File: src/dsf_fifo.sv
// Two-entry queue between front and back.
module dsf_fifo #(
  parameter int WIDTH = 33
) (
  input  logic             clk_i,
  input  logic             rst_ni,
  input  logic             push_i,
  input  logic [WIDTH-1:0] push_data_i,
  output logic             full_o,
  input  logic             pop_i,
  output logic             empty_o,
  output logic [WIDTH-1:0] head_o
);

  logic [WIDTH-1:0] mem_q [2];
  logic             wr_ptr_q, rd_ptr_q;
  logic [1:0]       count_q;

  assign full_o  = (count_q == 2'd2);
  assign empty_o = (count_q == 2'd0);
  assign head_o  = mem_q[rd_ptr_q];

  always_ff @(posedge clk_i or negedge rst_ni) begin
    if (!rst_ni) begin
      wr_ptr_q <= 1'b0;
      rd_ptr_q <= 1'b0;
      count_q  <= 2'd0;
    end else begin
      if (push_i) begin
        wr_ptr_q <= !wr_ptr_q;
      end
      if (pop_i) begin
        rd_ptr_q <= !rd_ptr_q;
      end
      if (push_i && !pop_i) begin
        count_q <= count_q + 2'd1;
      end else if (pop_i && !push_i) begin
        count_q <= count_q - 2'd1;
      end
    end
  end

  always_ff @(posedge clk_i) begin
    if (push_i) begin
      mem_q[wr_ptr_q] <= push_data_i;
    end
  end

endmodule

File: config.mk
export PLATFORM = sky130hd
export DESIGN_NAME = dsf_fifo
export DESIGN_NICKNAME = d
export VERILOG_FILES = /design/src/dsf_fifo.sv
export SDC_FILE = /design/constraint.sdc
export NUM_CORES = 1
export LEC_CHECK = 0
export ABC_AREA = 1
export BUFFER_PORTS_ARGS = -buffer_cell sky130_fd_sc_hd__buf_2
export CAP_MARGIN = 5
export CORE_MARGIN = 5
export CORE_UTILIZATION = 38
export DETAILED_ROUTE_END_ITERATION = 16
export PLACE_DENSITY = 0.64
export SETUP_SLACK_MARGIN = 0.3
export SLEW_MARGIN = 20
export SYNTH_ARGS = -nofsm -noshare
export SYNTH_HDL_FRONTEND = slang
export SYNTH_SLANG_ARGS = --single-unit
File: constraint.sdc
create_clock -name clk_i -period 2.9 [get_ports clk_i]
set_input_delay 0.29 -clock clk_i [delete_from_list [all_inputs] [get_ports clk_i]]
set_output_delay 0.29 -clock clk_i [all_outputs]
set_load 0.02 [all_outputs]
# After elaboration in Yosys (flattened, before gate mapping)
# Memory sizes are Yosys's and may differ from the RTL's.
# Index checks and enable logic that the tools add are counted.
[word_totals] n_memories=1 ff_bits=4 elab_cells=19 inputBits=37 out_inout_bits=35 ramBits=66
[mem_list] memory="mem_q" words=2 word_bits=33 read_ports=1 rd_clocked_by_memory_dff=0 write_ports=1 line_no="15" rtl="logic [WIDTH-1:0] mem_q [2];"
[classes] add_sub_neg=2 mux=4 n_eq_ne=1 reduce_logical=8
[op_table] operator="$logic_not A1 Y1" count=4
[op_table] operator="$mux W2" count=2
[op_table] operator="$add A2 B1 Y2 const B" count=1
[op_table] operator="$eq A2 B2 Y1 const B" count=1
[op_table] operator="$logic_and A1 B1 Y1" count=2
[op_table] operator="$logic_not A2 Y1" count=1
[op_table] operator="$mux W1" count=2
[op_table] operator="$reduce_bool A2 Y1" count=1
[op_table] operator="$sub A2 B1 Y2 const B" count=1

# Logic depth before layout (Yosys ltp)
# Gate-level depths: netlist (run 1).
[depth] word_depth=4 mapped_depth=7 depth_no_buf=7

# Worst setup path before layout (run 1)
# No wires, ideal clock.
[synth_path] kind="register to register" startpoint="reg wr_ptr_q" endpoint="mem mem_q[0][0], enable pin" path_slack_ns=0.670 path_stages_with_launch=2 setup_ns=0.424 n_path_buf=0 t_required_ns=2.476 period_less_slack_ns=2.230 arrival_time_ns=1.806 path_cell_list="dfrtp_1 nor2_1"
[synth_lines] item="start, declared" line_no="16" rtl="logic wr_ptr_q, rd_ptr_q;"
[synth_lines] item="start signal, assigned" line_no="30" rtl="wr_ptr_q <= !wr_ptr_q;"
[synth_lines] item="end, declared" line_no="15"
# No word-level cell before the write port.

# Worst setup path after layout (run 1)
[layout_path] startpoint="reg rd_ptr_q" endpoint="out head_o[24]"
[layout_via] elab_chain_len=1
[layout_rtl] item="start, declared" line_no="16"
[layout_rtl] item="start signal, assigned" line_no="33" rtl="rd_ptr_q <= !rd_ptr_q;"
[layout_rtl] item="$mem_v2 Z2 W33"
[layout_rtl] item="end, declared" line_no="12" rtl="output logic [WIDTH-1:0] head_o"
# Every way passes these cells.

==> results.cfg, run 1 <==
[run_status]
status = completed

[worst_setup_path]
ff2ff_setup_slack_ps = 1280
startpoint_type = register
worstPathCellList = buf_4 -> mux2_2 -> buf_2
cp_max_fo = 20
critPathCaptureType = output port
slowest_delay_ps = 790
cp.required_ps = 2610
path_delay_family = flip-flops
cp_slowest_cell = dfrtp_2
path_buf_inv = 2
critPathKind = register to output port
critical_path_arrival_ps = 1960

[sta]
hold_viol_final = 0
tightest_slew_ps = 650
min_period_ps = 2250
setup-violations-final = 0
post-route-period-util = 0.775
rsz0062_at_grt = no
fin_worst_skew_ps = 3.65
final.setup.tns_ps = 0
setup_ws_ps = 652
max_freq_ghz = 0.445
whs_ps = 145
slew_violations = 0
slew_headroom = 0.567

[floorplan]
die_x_um = 94.9
std_cell_rows = 31
pin_count = 72
die_h_um = 94.9
start_util = 0.384
design.core.area_um2 = 7140
die_area_um2 = 9010

[placement]
dp_hpwl_um = 3170
dpl_cell_area_um2 = 3190
gp_congestion = 0.684
io_buffer_count = 71
dp_slack_ps = 978

[yosys]
synthMuxAreaShare = 0.175
yosys-top-cells-area = edfxtp_1 72%, mux2_4 16%, dfrtp_1 3.7%
synth-seq-area-share = 0.760
synth_nets = 166
synthCells = 128
yosysWarningCount = 0
synth.distinct_cells = 14
synth_xor_area_frac = 0.00959
ys_seq_elements = 70
synth_top_area_cell = edfxtp_1
synthAdderAreaFrac = 0.00457
syn-cell-area_um2 = 2740
synth_compound_area_frac = 0
synth_area_per_cell_um2 = 21.4
synth-simple-area-share = 0.0151
yosys.area.top_type_share = 0.723
synth_top_family_by_area = multiplexers

[route]
drc = 0
dr.pass1.iters = 4
drt-wirelength-per-cell_um = 14.4
via_per_inst = 4.37
drt_iter0_drc = 63
routed_wl_um = 4530
detail-route-antenna-nets = 0
route.vias.total = 1378

[clock_network]
insertion_delay_ps = 330
root_buffer = clkbuf_8
h-tree-depth = 3
clk_pin_slew_ps = 70
tritoncts = yes
clk_path_buf_depth = 2
cts_sinks = 70
cts_made_buffers = 9

[pwr]
comb_power_share = 0.346
power.switching_fraction = 0.328
p_leak_nw = 1.39
peakVddDrop_mv = 0.432
fin_total_pwr_mw = 3.23
p_int_mw = 2.17
p_sw_mw = 1.06
cellPowerDensity_nw_per_um2 = 962
clkPwrFrac = 0.193
seq_power_share = 0.461

[finish]
antenna_cells = 0
post-route-cell-area_um2 = 3360
drive_above_1_share = 0.574
area_growth_pct = 22.6
n_fill_cell = 665
layout_commonest_cell = buf_2
final_cell_mix = 71 x buf_2, 66 x edfxtp_1, 29 x mux2_4
nets = 250

[global_routing]
grt_max_degree = 22
grt-ovfl-total = 0
antenna_found_initial = 0
grt_first_pass_wirelength_um = 7020
grt_pass1_vias = 1450
grt_usage = 0.109

[run]
drv_cap = 0

[worst_hold_path]
hold_class = input pin to register
-- layout make-up --
| class | count | area (µm²) | share of cell area |
|---|---|---|---|
| Clock buffer | 9 | 124 | 0.0369 |
| Clock inverter | 6 | 30.0 | 0.00894 |
| Inverter | 7 | 26.3 | 0.00782 |
| Multi-Input combinational cell | 47 | 568 | 0.169 |
| Sequential cell | 70 | 2080 | 0.620 |
| Tap cell | 99 | 124 | 0.0369 |
| Timing Repair Buffer | 77 | 403 | 0.120 |
-- logic make-up (layout without fill, tap and decap cells) --
logic type | count (synthesis) | after routing
simple gates | 10 | 10
xor+xnor | 3 | 3
flops | 70 | 70
mux | 33 | 33
buf+inv | 11 | 99
fa+ha+maj | 1 | 1
-- synthesized netlist by cell type --
| master | number |
|---|---|
| ha_1 | 1 |
| buf_12 | 3 |
| mux2_4 | 29 |
| nand3_1 | 1 |
| inv_1 | 7 |
| mux2_2 | 4 |
| edfxtp_1 | 66 |
| nand4_1 | 1 |
| dfrtp_1 | 4 |
| nand2_1 | 5 |
| xnor2_1 | 1 |
| nor2_1 | 3 |
| buf_6 | 1 |
| xor2_1 | 2 |
-- power by group through the flow --
stage          combinational, mW  clock, mW  sequential (mW)
2_1_floorplan              0.964          0             1.42
3_3_place_gp                1.13          0             1.50
3_5_place_dp                1.14          0             1.52
4_1_cts                     1.14      0.654             1.49
5_1_grt                     1.19      0.693             1.51
6_report                    1.12      0.625             1.49
-- sequential cells by signal (all words and copies together), names as in the netlist --
register	count
rd_ptr_q	1
count_q	2
mem_q	66
wr_ptr_q	1
-- per-layer routing --
| layer | routed length [µm] | GRT usage | share of wire |
|---|---|---|---|
| met1 | 1840 | 0.122 | 0.41 |
| met2 | 2270 | 0.176 | 0.50 |
| met3 | 336 | 0.0398 | 0.074 |
| met4 | 84 | 0.0685 | 0.019 |
| met5 | 0 | 0 | 0 |
-- worst paths after layout --
| path | end | startpoint | depth (start not counted) |
|---|---|---|---|
| hold reg to reg | count_q[1] | count_q[1] | 2 |
| hold / removal | mem_q[0][20] | push_data_i[20] | 1 |
| min in group asynchronous | count_q[1] | rst_ni | 2 |
| setup / recovery | head_o[24] | rd_ptr_q | 3 |
| setup reg to reg | mem_q[0][18] | wr_ptr_q | 2 |
| max in group asynchronous | rd_ptr_q | rst_ni | 2 |
-- per-stage QoR --
step | std cells | util
after floorplan | 128 | -
after global placement | 299 | 0.448
after detailed placement | 299 | 0.448
after CTS | 315 | 0.471
after global routing | 315 | 0.471
final | 315 | 0.471
-- what timing repair did --
item,in CTS,in global routing
hold buffers,1,0
gates resized for setup,0,0
hold endpoints to repair,4,0
setup buffers,0,0
No activity file was read; power rests on OpenSTA's default activity.
==> inputs of run 2 (changes only) <==
ABC_AREA = 0   (was 1)
clock period = 2.25 ns   (was 2.9 ns; I/O delays follow)
==> results.cfg, run 2 <==
[floorplan]
std_cell_rows = 30
start_util = 0.396
die_area_um2 = 8950
design.core.area_um2 = 6870
die_x_um = 94.6
die_h_um = 94.6
pin_count = 72

[sta]
tightest_slew_ps = 491
rsz0062_at_grt = no
post-route-period-util = 0.804
hold_viol_final = 0
slew_headroom = 0.672
whs_ps = 66.4
fin_worst_skew_ps = 10.8
slew_violations = 0
setup-violations-final = 0
final.setup.tns_ps = 0
min_period_ps = 1810
max_freq_ghz = 0.553

[worst_setup_path]
critical_path_arrival_ps = 1580
cp_max_fo = 11
cp.required_ps = 2030
critPathCaptureType = output port
r2r_end = mem_q[0][0]
r2r.worst_path.cells = 2
worstReg2RegStart = wr_ptr_q
critPathKind = register to output port
ff2ff_setup_slack_ps = 850
startpoint_type = register

[run_status]
status = completed

[placement]
io_buffer_count = 71
gp_congestion = 0.635
dp_hpwl_um = 3090
placed_cells = 285

[yosys]
async_flop_share = 0.0571
synth_nets = 157
synth-seq-area-share = 0.765
synth_xor_area_frac = 0.0161
synth.most_common_cell = edfxtp_1
syn-cell-area_um2 = 2720
synth_top_family_by_area = multiplexers
yosys-top-cells-area = edfxtp_1 73%, mux2_4 16%, dfrtp_1 3.7%
yosys.area.top_type_share = 0.729
synth_compound_area_frac = 0
ys_seq_elements = 70
synth-edff-count = 66
yosysWarningCount = 0
synth.distinct_cells = 13
synthAdderAreaFrac = 0.00460
synthFlopType = edfxtp_1
synth-simple-area-share = 0.00966
synth_top_area_cell = edfxtp_1
synth_area_per_cell_um2 = 22.9
synthMuxAreaShare = 0.177
synthCells = 119
synth_commonest_cells = 66 x edfxtp_1, 29 x mux2_4, 4 x dfrtp_1, 4 x mux2_2, 4 x xor2_1

[route]
detail-route-antenna-nets = 0
route.vias.total = 1322
dr.pass1.iters = 3
drt-wirelength-per-cell_um = 15.0
via_per_inst = 4.36
routed_wl_um = 4550
drc = 0
drt_iter0_drc = 49

[global_routing]
gr-usage-met3 = 0.0534
use_met1 = 0.124
grtUsageMet2 = 0.167
grt_most_used_layer = met2
grt-ovfl-total = 0
grt_pass1_vias = 1473
grt_max_degree = 34
grt_first_pass_wirelength_um = 7120
antenna_found_initial = 0
grt_usage = 0.110

[pwr]
cellPowerDensity_nw_per_um2 = 1310
peakVddDrop_mv = 0.553
p_leak_nw = 1.39
fin_total_pwr_mw = 4.51

[finish]
layout_commonest_cell = buf_2
final_cells = 303
area_growth_pct = 26.4
largest_reg_flops = 66
top_regs = mem_q (66), count_q (2)
nets = 240
antenna_cells = 0
regMostFlops = mem_q
final_cell_mix = 71 x buf_2, 66 x edfxtp_1, 29 x mux2_4
drive_above_1_share = 0.614

[run]
drv_cap = 0

[clock_network]
insertion_delay_ps = 340
tritoncts = yes
root_buffer = clkbuf_8
clk_path_buf_depth = 2
h-tree-depth = 3
cts_sinks = 70
cts_made_buffers = 9
clk_pin_slew_ps = 80

[worst_hold_path]
min_path_cells = 1
hold_class = input pin to register
holdCritStartpoint = push_data_i[22]
hold_end = mem_q[1][22]
[run 2: changes by cell type in the layout (fill, tap and decap cells not counted), sizes merged]
cell / before / now
inv: 7 / 2
nand2: 5 / 0
clkinv: 5 / 2
bufinv: 0 / 2
nor2b: 0 / 2
xor2: 2 / 4
and2: 0 / 1
buf: 76 / 75
clkinvlp: 1 / 2
nand3: 1 / 0
nand4: 1 / 0
nor2: 3 / 2
[run 2: cell families (layout without fill, tap and decap cells)]
family,after synthesis,after routing
xor gates and xnor gates,5,5
adders and majority gates,1,1
buffers and inverters,5,93
DFF,70,70
muxes,33,33
and+or+nand+nor,5,5
[run 2: metal layers]
| layer | up-vias | part of all wire | wire length (µm) |
|---|---|---|---|
| met5 | - | 0 | 0 |
| met4 | 0 | 0.022 | 100 |
| met3 | 11 | 0.11 | 497 |
| met2 | 56 | 0.46 | 2110 |
| met1 | 628 | 0.40 | 1840 |
| li1 | 627 | - | - |
[run 2: worst max-delay path, stage by stage (launching register included)]
cell	delay [ps]
dfrtp_4	550
buf_6	220
mux2_4	310
buf_2	160
[run 2: timing repair]
action                                  CTS  global route
endpoints found under the hold margin     4             0
setup buffers                             1             0
gates resized for setup                   1             0
endpoints found under the setup margin   19             0
hold buffers                              1             0
[run 2: worst max path at each step]
stage                              to     start
final                      head_o[32]  rd_ptr_q
after global routing       head_o[23]  rd_ptr_q
after CTS                  head_o[32]  rd_ptr_q
after detailed placement   head_o[27]  rd_ptr_q
after global placement     head_o[11]  rd_ptr_q
after floorplan           mem_q[0][0]  wr_ptr_q
[run 2: power breakdown]
group,switching (mW),leakage [nW],internal [mW]
clock,0.474,0.106,0.627
sequential,0.133,0.665,1.74
combinational,0.806,0.622,0.731
[run 2: area by class of cell]
| class | instances | area [µm²] |
|---|---|---|
| Clock inverter | 7 | 97.6 |
| Fill cell | 597 | 3430 |
| Clock buffer | 9 | 124 |
| Inverter | 1 | 3.75 |
| Sequential cell | 70 | 2090 |
| Timing Repair Buffer | 76 | 437 |
| Tap cell | 96 | 120 |
| Multi-Input combinational cell | 44 | 572 |
[run 2: metrics by stage]
step / setup WS [ps] / util / instance area [µm²]
after floorplan: 561 / - / 2720
after detailed placement: 511 / 0.465 / 3190
after CTS: 397 / 0.501 / 3440
after global routing: 368 / 0.501 / 3440
final: 441 / 0.501 / 3440
after global placement: 526 / 0.465 / 3190
