### src/dsf_pkg.sv
// Shared types and constants for the decimal sentence framer.
package dsf_pkg;

  typedef struct packed {
    logic        req_type;
    logic [31:0] value;
  } in_item_t;

  typedef struct packed {
    logic [7:0] out_char;
    logic       last_of_run;
  } out_item_t;

  typedef enum logic [3:0] {
    PH_START,
    PH_DOLLAR,
    PH_DIGIT,
    PH_COMMA,
    PH_STAR,
    PH_CKH,
    PH_CKL,
    PH_CR,
    PH_LF
  } phase_e;

  localparam logic REQ_DATA  = 1'b0;
  localparam logic REQ_CLOSE = 1'b1;

  localparam logic [7:0] CH_DOLLAR = 8'h24;
  localparam logic [7:0] CH_COMMA  = 8'h2C;
  localparam logic [7:0] CH_STAR   = 8'h2A;
  localparam logic [7:0] CH_ZERO   = 8'h30;
  localparam logic [7:0] CH_CR     = 8'h0D;
  localparam logic [7:0] CH_LF     = 8'h0A;

  // v / 10 == (v * DIV10_MUL) >> DIV10_SHIFT for every 32-bit v
  localparam logic [31:0]  DIV10_MUL   = 32'hCCCC_CCCD;
  localparam int unsigned  DIV10_SHIFT = 35;

endpackage

### src/dsf_back.sv
// Back end: sequences sentence bytes into the output register, tracks checksum.
module dsf_back
  import dsf_pkg::*;
#(
  parameter int DIGITS = 8
) (
  input  logic              clk_i,
  input  logic              rst_ni,
  input  logic              empty_i,
  input  logic [DIGITS*4:0] head_i,
  output logic              pop_o,
  output logic              out_valid_o,
  input  logic              out_stall_i,
  output out_item_t         out_item_o
);

  localparam int DCW = (DIGITS > 1) ? $clog2(DIGITS) : 1;
  localparam logic [DCW-1:0] DCNT_INIT = DCW'(DIGITS - 1);

  phase_e           phase_q, phase_d, act;
  logic [DCW-1:0]   dcnt_q, dcnt_d;
  logic             open_q, open_d;
  logic [7:0]       xor_q, xor_d;
  logic             out_valid_q, out_valid_d;
  out_item_t        out_item_q, out_item_d;

  logic                   head_close;
  logic [DIGITS-1:0][3:0] digs;
  logic                   out_free;
  logic                   fire;
  logic [7:0]             ch;
  logic                   last;

  assign head_close  = head_i[DIGITS*4];
  assign digs        = head_i[DIGITS*4-1:0];
  assign out_free    = !out_valid_q || !out_stall_i;
  assign out_valid_o = out_valid_q;
  assign out_item_o  = out_item_q;

  always_comb begin
    if (phase_q != PH_START) begin
      act = phase_q;
    end else if (!open_q) begin
      act = PH_DOLLAR;
    end else if (head_close == REQ_CLOSE) begin
      act = PH_STAR;
    end else begin
      act = PH_DIGIT;
    end
  end

  always_comb begin
    phase_d     = phase_q;
    dcnt_d      = dcnt_q;
    open_d      = open_q;
    xor_d       = xor_q;
    out_valid_d = out_valid_q && out_stall_i;
    out_item_d  = out_item_q;
    pop_o       = 1'b0;
    fire        = 1'b0;
    ch          = CH_ZERO;
    last        = 1'b0;
    if (!empty_i && out_free) begin
      fire = 1'b1;
      unique case (act)
        PH_DOLLAR: begin
          ch      = CH_DOLLAR;
          phase_d = (head_close == REQ_CLOSE) ? PH_STAR : PH_DIGIT;
        end
        PH_DIGIT: begin
          ch      = {4'h3, digs[dcnt_q]};
          xor_d   = xor_q ^ ch;
          if (dcnt_q == '0) begin
            phase_d = PH_COMMA;
          end else begin
            phase_d = PH_DIGIT;
            dcnt_d  = dcnt_q - DCW'(1);
          end
        end
        PH_COMMA: begin
          ch      = CH_COMMA;
          last    = 1'b1;
          open_d  = 1'b1;
          dcnt_d  = DCNT_INIT;
          phase_d = PH_START;
        end
        PH_STAR: begin
          ch      = CH_STAR;
          phase_d = PH_CKH;
        end
        PH_CKH: begin
          ch      = {4'h0, xor_q[7:4]} + CH_ZERO;
          phase_d = PH_CKL;
        end
        PH_CKL: begin
          ch      = {4'h0, xor_q[3:0]} + CH_ZERO;
          phase_d = PH_CR;
        end
        PH_CR: begin
          ch      = CH_CR;
          phase_d = PH_LF;
        end
        PH_LF: begin
          ch      = CH_LF;
          last    = 1'b1;
          open_d  = 1'b0;
          xor_d   = 8'h00;
          dcnt_d  = DCNT_INIT;
          phase_d = PH_START;
        end
        PH_START: begin
          fire = 1'b0;
        end
        default: begin
          fire = 1'b0;
        end
      endcase
      if (fire) begin
        out_valid_d            = 1'b1;
        out_item_d.out_char    = ch;
        out_item_d.last_of_run = last;
        pop_o                  = last;
      end
    end
  end

  always_ff @(posedge clk_i or negedge rst_ni) begin
    if (!rst_ni) begin
      phase_q     <= PH_START;
      dcnt_q      <= DCNT_INIT;
      open_q      <= 1'b0;
      xor_q       <= 8'h00;
      out_valid_q <= 1'b0;
    end else begin
      phase_q     <= phase_d;
      dcnt_q      <= dcnt_d;
      open_q      <= open_d;
      xor_q       <= xor_d;
      out_valid_q <= out_valid_d;
    end
  end

  always_ff @(posedge clk_i) begin
    out_item_q <= out_item_d;
  end

endmodule

### config.mk
export PLATFORM = sky130hd
export DESIGN_NAME = dsf_back
export DESIGN_NICKNAME = d
export VERILOG_FILES = /design/src/dsf_pkg.sv /design/src/dsf_back.sv
export SDC_FILE = /design/constraint.sdc
export NUM_CORES = 1
export LEC_CHECK = 0
export BUFFER_PORTS_ARGS = -buffer_cell sky130_fd_sc_hd__buf_2
export CAP_MARGIN = 10
export CORE_MARGIN = 4
export CORE_UTILIZATION = 45
export CTS_BUF_LIST = sky130_fd_sc_hd__clkbuf_16
export DETAILED_ROUTE_END_ITERATION = 10
export GPL_TIMING_DRIVEN = 0
export MAX_ROUTING_LAYER = met4
export PLACE_DENSITY = 0.8
export SLEW_MARGIN = 15
export SYNTH_ARGS = -nofsm -noshare
export SYNTH_HDL_FRONTEND = slang
export SYNTH_SLANG_ARGS = --single-unit
### constraint.sdc
create_clock -name clk_i -period 3.9 [get_ports clk_i]
set_input_delay 0.585 -clock clk_i [delete_from_list [all_inputs] [get_ports clk_i]]
set_output_delay 0.585 -clock clk_i [all_outputs]
set_load 0.005 [all_outputs]
### Word level (Yosys, flattened, before mapping)

Cells that the tools add are included.
W data, S select, Z words.

| word-level totals | value |
|---|---|
| register bits after elaboration | 26 |
| input bits | 37 |
| output and inout bits | 11 |
| word-level logic and storage cells | 59 |

| cells by class | value |
|---|---|
| add/sub/neg operators | 3 |
| order comparisons | 1 |
| equal/unequal tests | 9 |
| multiplexer cells | 19 |
| bitwise gates (word level) | 1 |
| reduce and logical (&&, ||, !) cells | 19 |

Operators with widths:

| kind | number |
|---|---|
| $pmux W7 S8 | 1 |
| $pmux W4 S7 | 1 |
| $eq A4 B3 Y1 const B | 4 |
| $pmux W8 S2 | 1 |
| $add A4 B6 Y7 const B | 2 |
| $bmux W4 S3 | 1 |
| $mux W4 | 3 |
| $eq A4 B2 Y1 const B | 2 |
| $mux W1 | 8 |
| $reduce_and A2 Y1 | 4 |
| $reduce_or A8 Y1 | 1 |
| $xor A8 B6 Y8 | 1 |
| $reduce_bool A7 Y1 | 1 |
| $mux W3 | 2 |
| $pmux W3 S2 | 1 |
| $reduce_bool A2 Y1 | 3 |
| $eq A4 B1 Y1 const B | 1 |
| $eq A4 B4 Y1 const B | 1 |
| $lt A3 B4 Y1 const B | 1 |
| $reduce_bool A4 Y1 | 1 |
| $logic_not A1 Y1 | 3 |
| $logic_not A3 Y1 | 1 |
| $reduce_and A3 Y1 | 1 |
| $sub A3 B1 Y3 const B | 1 |
| 5 further kinds | 6 |

### Depth between registers and ports, before layout

Gate-level depths: netlist of run 1.

| depth | value |
|---|---|
| depth after elaboration | 9 |
| depth in mapped cells | 7 |
| mapped depth without buffers | 6 |

### Worst setup path after synthesis of run 1

No wires, ideal clock.

| timing | value |
|---|---|
| path type | register -> register |
| start point | register dcnt_q[0] |
| end point | register out_item_q, in the netlist out_item_o[4], data pin |
| library setup time | 0.259 ns |
| data arrival time | 1.821 ns |
| required time | 3.641 ns |
| path slack | 1.820 ns |
| stages on the path, launching flop included | 6 |
| path buffers | 1 |
| cell sequence | dfstp_2 > buf_6 > mux4_1 > mux2_2 > and2_4 > a211o_1 |

| on the way | value |
|---|---|
| cells in the longest elaborated chain, start to end | 3 |

Ends and longest elaborated chain:

| element | line | text |
|---|---|---|
| start, declared | dsf_back.sv:21 | `logic [DCW-1:0] dcnt_q, dcnt_d;` |
| start signal, assigned | dsf_back.sv:136 | `dcnt_q <= dcnt_d;` |
| $bmux W4 S3 | dsf_back.sv:71 | `ch = {4'h3, digs[dcnt_q]};` |
| $mux W4 (not written as such) | dsf_back.sv:71 |  |
| $pmux W7 S8 | dsf_back.sv:65 | `unique case (act)` |
| end signal, assigned | dsf_back.sv:144 | `out_item_q <= out_item_d;` |
| end, declared | dsf_back.sv:25 | `out_item_t out_item_q, out_item_d;` |

Every way passes these cells. The select of a mux whose other input is x is not followed.
A chain may end at the register's enable or synchronous reset.

### Worst setup path in the final report of run 1

| timing | value |
|---|---|
| start point | register phase_q[1] |
| end point | output pop_o |

| on the way | value |
|---|---|
| cells in the longest elaborated chain, start to end | 8 |
| elaborated cells between the ends (all ways) | 17 |

Ends and longest elaborated chain:

| element | line | text |
|---|---|---|
| start, declared | dsf_back.sv:20 | `phase_e phase_q, phase_d, act;` |
| start signal, assigned | dsf_back.sv:135 | `phase_q <= phase_d;` |
| $reduce_bool A4 Y1 | dsf_back.sv:41 | `if (phase_q != PH_START) begin` |
| $mux W4 * | dsf_back.sv:41 |  |
| $eq A4 B2 Y1 (tied with other cells) | dsf_back.sv:65 |  |
| $reduce_or A8 Y1 (no line) | n/a |  |
| $mux W1 | dsf_back.sv:65 |  |
| $mux W1 | dsf_back.sv:63 | `if (!empty_i && out_free) begin` |
| $mux W1 * | dsf_back.sv:118 | `if (fire) begin` |
| $mux W1 * | dsf_back.sv:63 |  |
| end, declared | dsf_back.sv:11 | `output logic pop_o,` |

Every way passes the cells marked *; elsewhere a longest branch is shown, timed or not. The select of a mux whose other input is x is not followed.

==> results of run 1 <==
[critical path, stage by stage (launching register included)]
cell and delay [ns]:
dfrtp_1 0.32, clkbuf_1 0.34, clkbuf_1 0.39, nor3_1 0.10, o21ai_0 0.52, nor2_1 0.08
buf_2 0.16
[cell families (layout without fill, tap and decap cells)]
family | Yosys count | after routing | synth area share (%)
DFF | 22 | 22 | 37.7
adders and majority gates | 2 | 2 | 1.60
and+or+nand+nor | 53 | 53 | 17.7
xor gates and xnor gates | 2 | 2 | 1.12
other | 1 | 2 | 0.240
buffers and inverters | 19 | 68 | 5.85
muxes | 15 | 15 | 16.1
AOI/OAI and AO/OA | 44 | 44 | 19.6
[layout make-up]
class | count | area share, %
Clock buffer | 3 | 3.90
Buffer | 11 | 3.18
Clock inverter | 1 | 0.195
Inverter | 8 | 1.56
Timing Repair Buffer | 45 | 11.7
Sequential cell | 22 | 30.6
Multi-Input combinational cell | 118 | 45.9
Tap cell | 46 | 2.99
[through the flow]
step | total power, mW | setup WS [ns] | util, %
finish | 1.27 | 1.14 | 57.7
global route | 1.37 | 0.916 | 57.7
CTS | 1.26 | 1.13 | 57.7
detailed placement | 1.04 | 1.41 | 55.4
global placement | 1.03 | 1.39 | 55.4
floorplan | 0.877 | 1.82 | -
[Yosys cell counts (3+ instances only)]
master | instances | area, um^2
nor3_1 | 7 | 35.0
inv_1 | 8 | 30.0
buf_2 | 4 | 20.0
nand3_1 | 3 | 15.0
clkbuf_1 | 4 | 15.0
nor2b_1 | 3 | 18.8
o22ai_1 | 3 | 18.8
nand2_1 | 16 | 60.1
mux2i_1 | 6 | 60.1
o21ai_0 | 8 | 40.0
a31oi_1 | 3 | 18.8
dfrtp_1 | 12 | 300
edfxtp_1 | 7 | 210
mux4_1 | 3 | 78.8
nor2_1 | 12 | 45.0
dfstp_2 | 3 | 78.8
a21oi_1 | 9 | 45.0
mux4_2 | 4 | 90.1
[registers in the layout (all words and copies together), names as in the netlist]
| register | count |
|---|---|
| out_item_o | 7 |
| xor_q | 6 |
| phase_q | 4 |
| dcnt_q | 3 |
| open_q | 1 |
| out_valid_o | 1 |
[per-layer routing]
layer  up-vias  GRT usage [%]
li1        692              -
met1       699           22.6
met2        49           34.0
met3         9           2.53
met4         0           6.58
met5         -              -
[power by group]
part | internal (mW) | switching, mW | total [mW]
Sequential | 0.356 | 0.0498 | 0.406
Clock | 0.137 | 0.0799 | 0.217
Combinational | 0.285 | 0.359 | 0.644
[how the worst max path moves through the flow]
stage	startpoint	end	slack, ns	cells after the start
2_1_floorplan	dcnt_q[0]	out_item_o[4]	1.82	5
3_3_place_gp	phase_q[1]	pop_o	1.39	6
3_5_place_dp	phase_q[1]	pop_o	1.41	6
4_1_cts	phase_q[1]	pop_o	1.13	6
5_1_grt	phase_q[1]	pop_o	0.92	6
6_report	phase_q[1]	pop_o	1.14	6
==> impl_results.md, run 1 <==
- Seq cells post-synth: 22
- Vert. Die Dim: 66.9 um
- Routed length per instance: 15.2 um
- Final Cycle Share: 70.7%
- Initial drt markers: 123
- DR WL met2: 2020 um
- Lkg Pwr: 0.857 nW
- Worst setup EP type: primary output
- Vias/cell: 5.70
- Grt ovf: 0
- Reg2Reg Depth: 5
- Routed wire length: 3850 um
- DP Cell Count: 250
- Global-route wire length before repair: 6440 um
- Reg-to-reg startpoint: phase_q[1]
- Ant diodes: 0
- Vias in the first global route: 1450
- FP Rows: 21
- Ys async rst share: 68.2%
- Clk sinks: 22
- Synthesis-to-layout area growth: 23.4%
- DR top layer: met4
- Die W: 66.9 um
- Design Area, Final: 0.00193 mm^2
- Final cell count without fillers: 254
- Post-CTS setup buffers: 0
- Worst hold margin: 0.238 ns
- Critical path required time: 3.31 ns
- Fin crit period: 2.76 ns
- Least-Margin Pin Slew: 0.873 ns
- DRT antenna net count: 0
- Tightest Hold Check Type: input pin to asynchronous set/reset pin
- Avg Cell Area, Syn: 9.88 um^2
- Final Skew: 0.00189 ns
- Mapped Cells: 158
- # IOs: 48
- Met3 WL: 232 um
- Final hold violations: 0
- Detailed Routing Iterations Pass 1: 4
- TritonCTS clock tree: done
- Pwr/cell area: 657 mW/mm^2
- Status: finished, final reports clean
- Total track usage: 19.3%
- Fraction of layout cells with a size suffix above 1: 33.7%
- Skew-Pair Late Insertion Delay: 0.25 ns
- Top fanout value on the critical path: 10
- Seq. cell area: 589 um^2
- Post-synth EDFFs: 7
- CTS Buf Count: 3
- Remaining DRCs: 0
- RR Endpoint: out_item_o[0]
- H-tree depth: 1
- Most frequent cells in the layout: buf_2 (49), nand2_1 (16), nor2_1 (12), dfrtp_1 (12), a21oi_1 (9)
- Starting Density: 46.8%
- CP Class: flop to primary output
- Multi-input gate area: 885 um^2
- Reg2reg setup slack: 1.62 ns
- Synth Cell Area: 0.00156 mm^2
- Die area: 0.00448 mm^2
- Post-synth top flop: dfrtp_1
- Final setup fails: 0
- Root Buffer: clkbuf_16
- Final net count: 248
- Max Freq: 363 MHz
- Layout fillers: 301
- RSZ-0062 raised after global routing: false
- Ys Warns: 0
- Post-DP HPWL: 3010 um
- Largest net degree at the start of global routing: 16
- Netlist cell types: 53
- Seq/Total Area, Yosys: 37.7%
- Core Area: 0.00334 mm^2
- IO buf count: 45
- Clock Path Buffers: 2
- Commonest non-fill, non-tap cell in the layout: buf_2
- Cell Area, Placed: 0.00185 mm^2
- Post-CTS sizing: 0
- Met1 WL: 1510 um
- Startpoint types: flop
- Slew margin rel.: 41.7%
- Clock transition at path regs: 0.06 ns
- Final TNS setup: 0 ns
- Final GP Congestion: 0.871
- Max Slew Vio Count: 0
- CP arrival: 2.17 ns
- Max IR drop VDD: 199 uV
- DR vias: 1449
- Max-Cap Viols: 0
- Post-CTS Hold Buffers: 0
- Initial antenna violation count: 0
No activity file was read; power rests on OpenSTA's default activity.
==> run 2, diff against run 1 <==
Clock period 3.9 ns to 2.8 ns, I/O delays scaled along.
==> impl_results.md, run 2 (synthesis results as in run 1) <==
- Status: finished, final reports clean
- DR vias: 1462 (+0.90%)
- Global-route wire length before repair: 6440 um (unchanged)
- Clock Path Buffers: 2 (unchanged)
- Clk sinks: 22 (unchanged)
- Vias/cell: 5.76 (+0.90%)
- Final Cycle Share: 87.9%
- # IOs: 48 (unchanged)
- Commonest non-fill, non-tap cell in the layout: buf_2
- Critical Path Source: phase_q[1]
- Final hold violations: 0 (unchanged)
- Final net count: 248 (unchanged)
- Skew-Pair Late Insertion Delay: 0.26 ns (about the same)
- Core Area: 0.00334 mm^2 (unchanged)
- Post-DP HPWL: 3010 um (unchanged)
- Initial drt markers: 92 (-25%)
- Slew margin rel.: 41.5% (-0.21 points)
- FP Rows: 21 (unchanged)
- Top fanout value on the critical path: 10 (unchanged)
- CP Class: flop to primary output
- Lkg Pwr: 0.857 nW (about the same)
- Max Slew Vio Count: 0 (unchanged)
- Least-Margin Pin Slew: 0.876 ns (+0.00321 ns)
- Fraction of layout cells with a size suffix above 1: 33.7% (unchanged)
- Worst setup EP type: primary output
- Most frequent cells in the layout: buf_2 (49), nand2_1 (16), nor2_1 (12), dfrtp_1 (12), a21oi_1 (9)
- Reg-to-reg startpoint: dcnt_q[0]
- CTS Buf Count: 3 (unchanged)
- Detailed Routing Iterations Pass 1: 5 (+1)
- Met2 GRT Util: 33.7% (-0.37 points)
- CP arrival: 2.04 ns (-0.13 ns)
- IO buf count: 45 (unchanged)
- Synthesis-to-layout area growth: 23.4% (unchanged)
- Routed wire length: 3850 um (about the same)
- Largest register FFs: 7 (unchanged)
- Fin crit period: 2.46 ns
- Vert. Die Dim: 66.9 um (unchanged)
- Power Total: 1.77 mW (+40%)
- DRT antenna net count: 0 (unchanged)
- Die area: 0.00448 mm^2 (unchanged)
- Final TNS setup: 0 ns (unchanged)
- Ant diodes: 0 (unchanged)
- Layout fillers: 301 (unchanged)
- Grt ovf: 0 (unchanged)
- Tightest Hold Check Type: input pin to asynchronous set/reset pin
- Vias in the first global route: 1451 (+0.069%)
- Max Freq: 406 MHz
- Total track usage: 19.3% (unchanged)
- Met3 Usage GRT: 2.53% (unchanged)
- TritonCTS clock tree: done
- Starting Density: 46.8% (unchanged)
- Initial antenna violation count: 0 (unchanged)
- Largest net degree at the start of global routing: 16 (unchanged)
- Routed length per instance: 15.2 um (about the same)
- Final GP Congestion: 0.871 (unchanged)
- Startpoint types: flop
- Remaining DRCs: 0 (unchanged)
- Worst hold margin: 0.0726 ns (-0.165 ns)
- Pwr/cell area: 918 mW/mm^2 (+40%)
- Clock transition at path regs: 0.05 ns (about the same)
- Die W: 66.9 um (unchanged)
- Max-Cap Viols: 0 (unchanged)
- Final setup fails: 0 (unchanged)
- RSZ-0062 raised after global routing: false
- GRT busiest layer: met2
- Met1 Usage GRT: 22.9% (+0.32 points)
- Critical path required time: 2.38 ns (-0.93 ns)
- Final Skew: 0.00346 ns (+0.00157 ns)
- Max IR drop VDD: 277 uV (+39%)
- H-tree depth: 1 (unchanged)
- Root Buffer: clkbuf_16
[run 2: cell counts in the layout (fill, tap and decap cells not counted)]
No cell type changed its count.
[run 2: timing repair]
item / CTS / global route
buffers inserted: 0 / 0
hold buffers: 0 / 0
gates resized for setup: 0 / 1
endpoints found under the setup margin: 0 / 1
[run 2: metrics by stage]
step	instances	setup slack, ns	instance area [um^2]	util [%]
floorplan	159	0.720	1570	-
global placement	250	0.451	1850	55.4
detailed placement	250	0.471	1850	55.4
CTS	254	0.197	1930	57.7
global route	254	0.170	1930	57.7
finish	254	0.339	1930	57.7
[run 2: power by group]
| group | leakage, nW | total (mW) | internal, mW | switching, mW |
|---|---|---|---|---|
| clock | 0.0385 | 0.302 | 0.191 | 0.111 |
| sequential | 0.238 | 0.566 | 0.496 | 0.0698 |
| combinational | 0.581 | 0.901 | 0.398 | 0.503 |
[run 2: area by class of cell]
class                   count  area, um^2  area share (%)
plain buffers              11        61.3            3.18
clock buffers               3        75.1            3.90
clock inverters             1        3.75           0.195
inverters                   8        30.0            1.56
multi-input cells         118         885            45.9
flip-flops and latches     22         589            30.6
well taps                  46        57.6            2.99
repair buffers             45         225            11.7
[run 2: critical path, stage by stage, from the launching register on]
cell and delay [ns]:
dfrtp_1 0.32, clkbuf_1 0.36, clkbuf_1 0.39, nor3_1 0.11
o21ai_1 0.37, nor2_1 0.08, buf_2 0.16
[run 2: path summary, 6_finish.rpt]
check,to,cells past startpoint,slack (ns)
max,pop_o,6,0.34
min,open_q,1,0.07
max reg2reg,out_item_o[4],5,0.63
min reg2reg,xor_q[2],1,0.50
max in group asynchronous,dcnt_q[2],1,2.42
min in group clk_i,out_valid_o,3,0.42
[run 2: metal layers]
metal	vias up	wire [um]	part of all wire, %
li1	693	-	-
met5	-	0	0
met4	0	76	2.0
met2	58	2010	52
met1	704	1530	40
met3	7	230	6.0
==> run 3, diff against run 2 <==
Settings changed: ABC_AREA from default to 1, PLACE_DENSITY 0.8 to 0.83.
Clock period 2.8 ns to 2.2 ns, I/O delays scaled along.
==> impl_results.md, run 3 <==
- Largest net degree at the start of global routing: 16 (unchanged)
- Top fanout value on the critical path: 6 (-4)
- Post-synth top flop: dfrtp_1
- Crit path largest cell delay: 0.42 ns (+0.03 ns)
- Worst path top cell family by delay: simple AND/OR/NAND/NOR gates
- Startpoint types: flop
- Reg power frac: 26.1% (-5.9 points)
- Status: finished, final reports clean
- Commonest cells in the netlist: nand2_1 (60), nor2_1 (35), o21ai_0 (20)
- Clock Power Share: 14.2% (-2.9 points)
- Vias/cell: 4.97 (-14%)
- Count leader, synth: nand2_1
- Final net count: 323 (+30%)
- Vias in the first global route: 1455 (+0.28%)
- Final Skew: 0.00641 ns (+0.00295 ns)
- Mapped Cells: 229 (+45%)
- Synthesis-to-layout area growth: 25.9%
- Vert. Die Dim: 68.4 um (+2.2%)
- Max-Cap Viols: 0 (unchanged)
- Core Area: 0.00342 mm^2 (+2.4%)
- Setup ws final: 0.120 ns (-0.219 ns)
- Ant diodes: 0 (unchanged)
- RSZ-0062 raised after global routing: false
- Worst hold margin: 0.286 ns (+0.213 ns)
- Worst setup EP type: primary output
- Post-synth EDFFs: 7 (unchanged)
- Lkg Pwr: 1.03 nW (+21%)
- Final GP Congestion: 0.863 (-0.88%)
- Netlist cell types: 34 (-36%)
- Synth Cell Area: 0.00164 mm^2 (+5.0%)
- DRT antenna net count: 0 (unchanged)
- Clock transition at path regs: 0.06 ns (about the same)
- Initial drt markers: 114 (+24%)
- Combinational Power Share: 59.7% (+8.8 points)
- Ys async rst share: 68.2% (unchanged)
- Starting Density: 48.0% (+1.2 points)
- Skew-Pair Late Insertion Delay: 0.26 ns (about the same)
- Max Freq: 481 MHz
- IO buf count: 45 (unchanged)
- Final setup fails: 0 (unchanged)
- CTS Buf Count: 3 (unchanged)
- Critical path required time: 1.87 ns (-0.51 ns)
- Routed length per instance: 11.9 um (-22%)
- Clock Path Buffers: 2 (unchanged)
- Die W: 68.4 um (+2.2%)
- TritonCTS clock tree: done
- Most frequent cells in the layout: nand2_1 (60), buf_2 (48), nor2_1 (35)
- Post-DP HPWL: 3140 um (+4.3%)
- Root Buffer: clkbuf_16
- FP Rows: 21 (unchanged)
- CP arrival: 1.75 ns (-0.29 ns)
- Max IR drop VDD: 800 uV (+190%)
- Remaining DRCs: 0 (unchanged)
- Final hold violations: 0 (unchanged)
- Pwr/cell area: 1560 mW/mm^2 (+70%)
- Total track usage: 18.5% (-0.80 points)
- Cell Area, Placed: 0.00193 mm^2 (+4.3%)
- Avg Cell Area, Syn: 7.16 um^2 (-28%)
- Critical-path cell list: nor2_4, a21boi_4, nand3_4, nand2_4, inv_2, nor2_1, buf_2
- Pint: 1.72 mW (+59%)
- Tightest Hold Check Type: input pin to flop
- H-tree depth: 1 (unchanged)
- Routed wire length: 3910 um (+1.5%)
- Die area: 0.00468 mm^2 (+4.4%)
- Grt ovf: 0 (unchanged)
- # IOs: 48 (unchanged)
- NetSw: 1.51 mW (+120%)
- Seq/Total Area, Yosys: 35.9% (-1.8 points)
- CP Class: flop to primary output
- Fraction of layout cells with a size suffix above 1: 31.1% (-2.6 points)
- Global-route wire length before repair: 6340 um (-1.6%)
- Initial antenna violation count: 0 (unchanged)
- WP buf/inv: 2 (-1)
- Commonest non-fill, non-tap cell in the layout: nand2_1
- Ys Warns: 0 (unchanged)
- Design Area, Final: 0.00207 mm^2 (+7.2%)
- Synth area leaders: dfrtp_1 (18%), nand2_1 (14%), edfxtp_1 (13%), nor2_1 (8.0%), o21ai_0 (6.1%)
- Max Slew Vio Count: 0 (unchanged)
- Largest register FFs: 7 (unchanged)
- Detailed Routing Iterations Pass 1: 4 (-1)
- Final Cycle Share: 94.5%
- Seq cells post-synth: 22 (unchanged)
- Clk sinks: 22 (unchanged)
- Switch share: 46.7% (+8.0 points)
- Final Core Density: 60.5% (+2.7 points)
- Cell taking the most area after synthesis: dfrtp_1
- Post-synth top area share: 18.3% (-0.92 points)
- Final TNS setup: 0 ns (unchanged)
- Worst path slowest cell: dfrtp_1
- Fin crit period: 2.08 ns
- DR vias: 1634 (+12%)
- DP Worst Slack: 0.168 ns (-0.303 ns)
## run 3: cell count changes in the layout (fill, tap and decap cells not counted), sizes merged, moves of 3 or more
cell,change
a31oi,-3
nor2,+32
a21oi,-4
nand2,+53
inv,+10
nor2b,-3
nor3,-5
mux2i,-6
mux4,-7
o21a,+3
o21ai,+17
nand3,+14
## run 3: routing by layer
metal / global-route usage [%] / wire (um) / share of wire (%)
met2: 29.7 / 2000 / 51
met4: 5.21 / 36 / 0.92
met5: - / 0 / 0
met3: 3.78 / 185 / 4.7
met1: 23.6 / 1690 / 43
## run 3: power by group through the flow
stage               clock network [mW]  logic [mW]  registers, mW
finish                           0.458        1.93          0.845
global placement                     0        1.79          0.849
CTS                              0.464        1.87          0.850
global route                     0.481        2.18          0.876
detailed placement                   0        1.85          0.856
floorplan                            0        1.42          0.838
## run 3: worst min-delay path, cell delays in order
cell     delay (ns)
buf_2          0.09
nand2_1        0.04
nand2_1        0.05
## run 3: final timing paths
| check | to | slack [ns] | cells past startpoint | start |
|---|---|---|---|---|
| setup / recovery | pop_o | 0.12 | 7 | phase_q[2] |
| hold / removal | out_valid_o | 0.29 | 3 | out_stall_i |
| setup reg to reg | out_item_o[1] | 0.19 | 7 | phase_q[2] |
| hold reg to reg | out_valid_o | 0.50 | 2 | out_valid_o |
| max in group asynchronous | dcnt_q[1] | 1.39 | 2 | rst_ni |
| min in group asynchronous | phase_q[0] | 0.51 | 2 | rst_ni |
## run 3: repair_timing
item	in CTS	in global routing
hold buffers	1	0
setup endpoints to repair	0	8
buffers inserted	0	3
endpoints found under the hold margin	12	0
resized for setup	0	2
## run 3: logic make-up (layout without fill, tap and decap cells)
family	after synthesis	in the layout	synth area share (%)
xor+xnor	1	1	0.534
buf+inv	25	78	6.48
fa+ha+maj	2	2	1.53
simple gates	135	135	39.5
compound gates	43	43	15.8
other cells	1	2	0.229
flops	22	22	35.9
## run 3: layout make-up
class | count | area, um^2
fillers | 316 | 1350
flip-flops and latches | 22 | 591
inverters | 19 | 72.6
multi-input cells | 183 | 953
clock buffers | 4 | 100
plain buffers | 6 | 33.8
well taps | 46 | 57.6
repair buffers | 49 | 258
## run 3: through the flow
stage / power (mW) / cells
finish: 3.23 / 329
global route: 3.54 / 329
CTS: 3.18 / 326
detailed placement: 2.71 / 321
global placement: 2.64 / 321
floorplan: 2.26 / 230
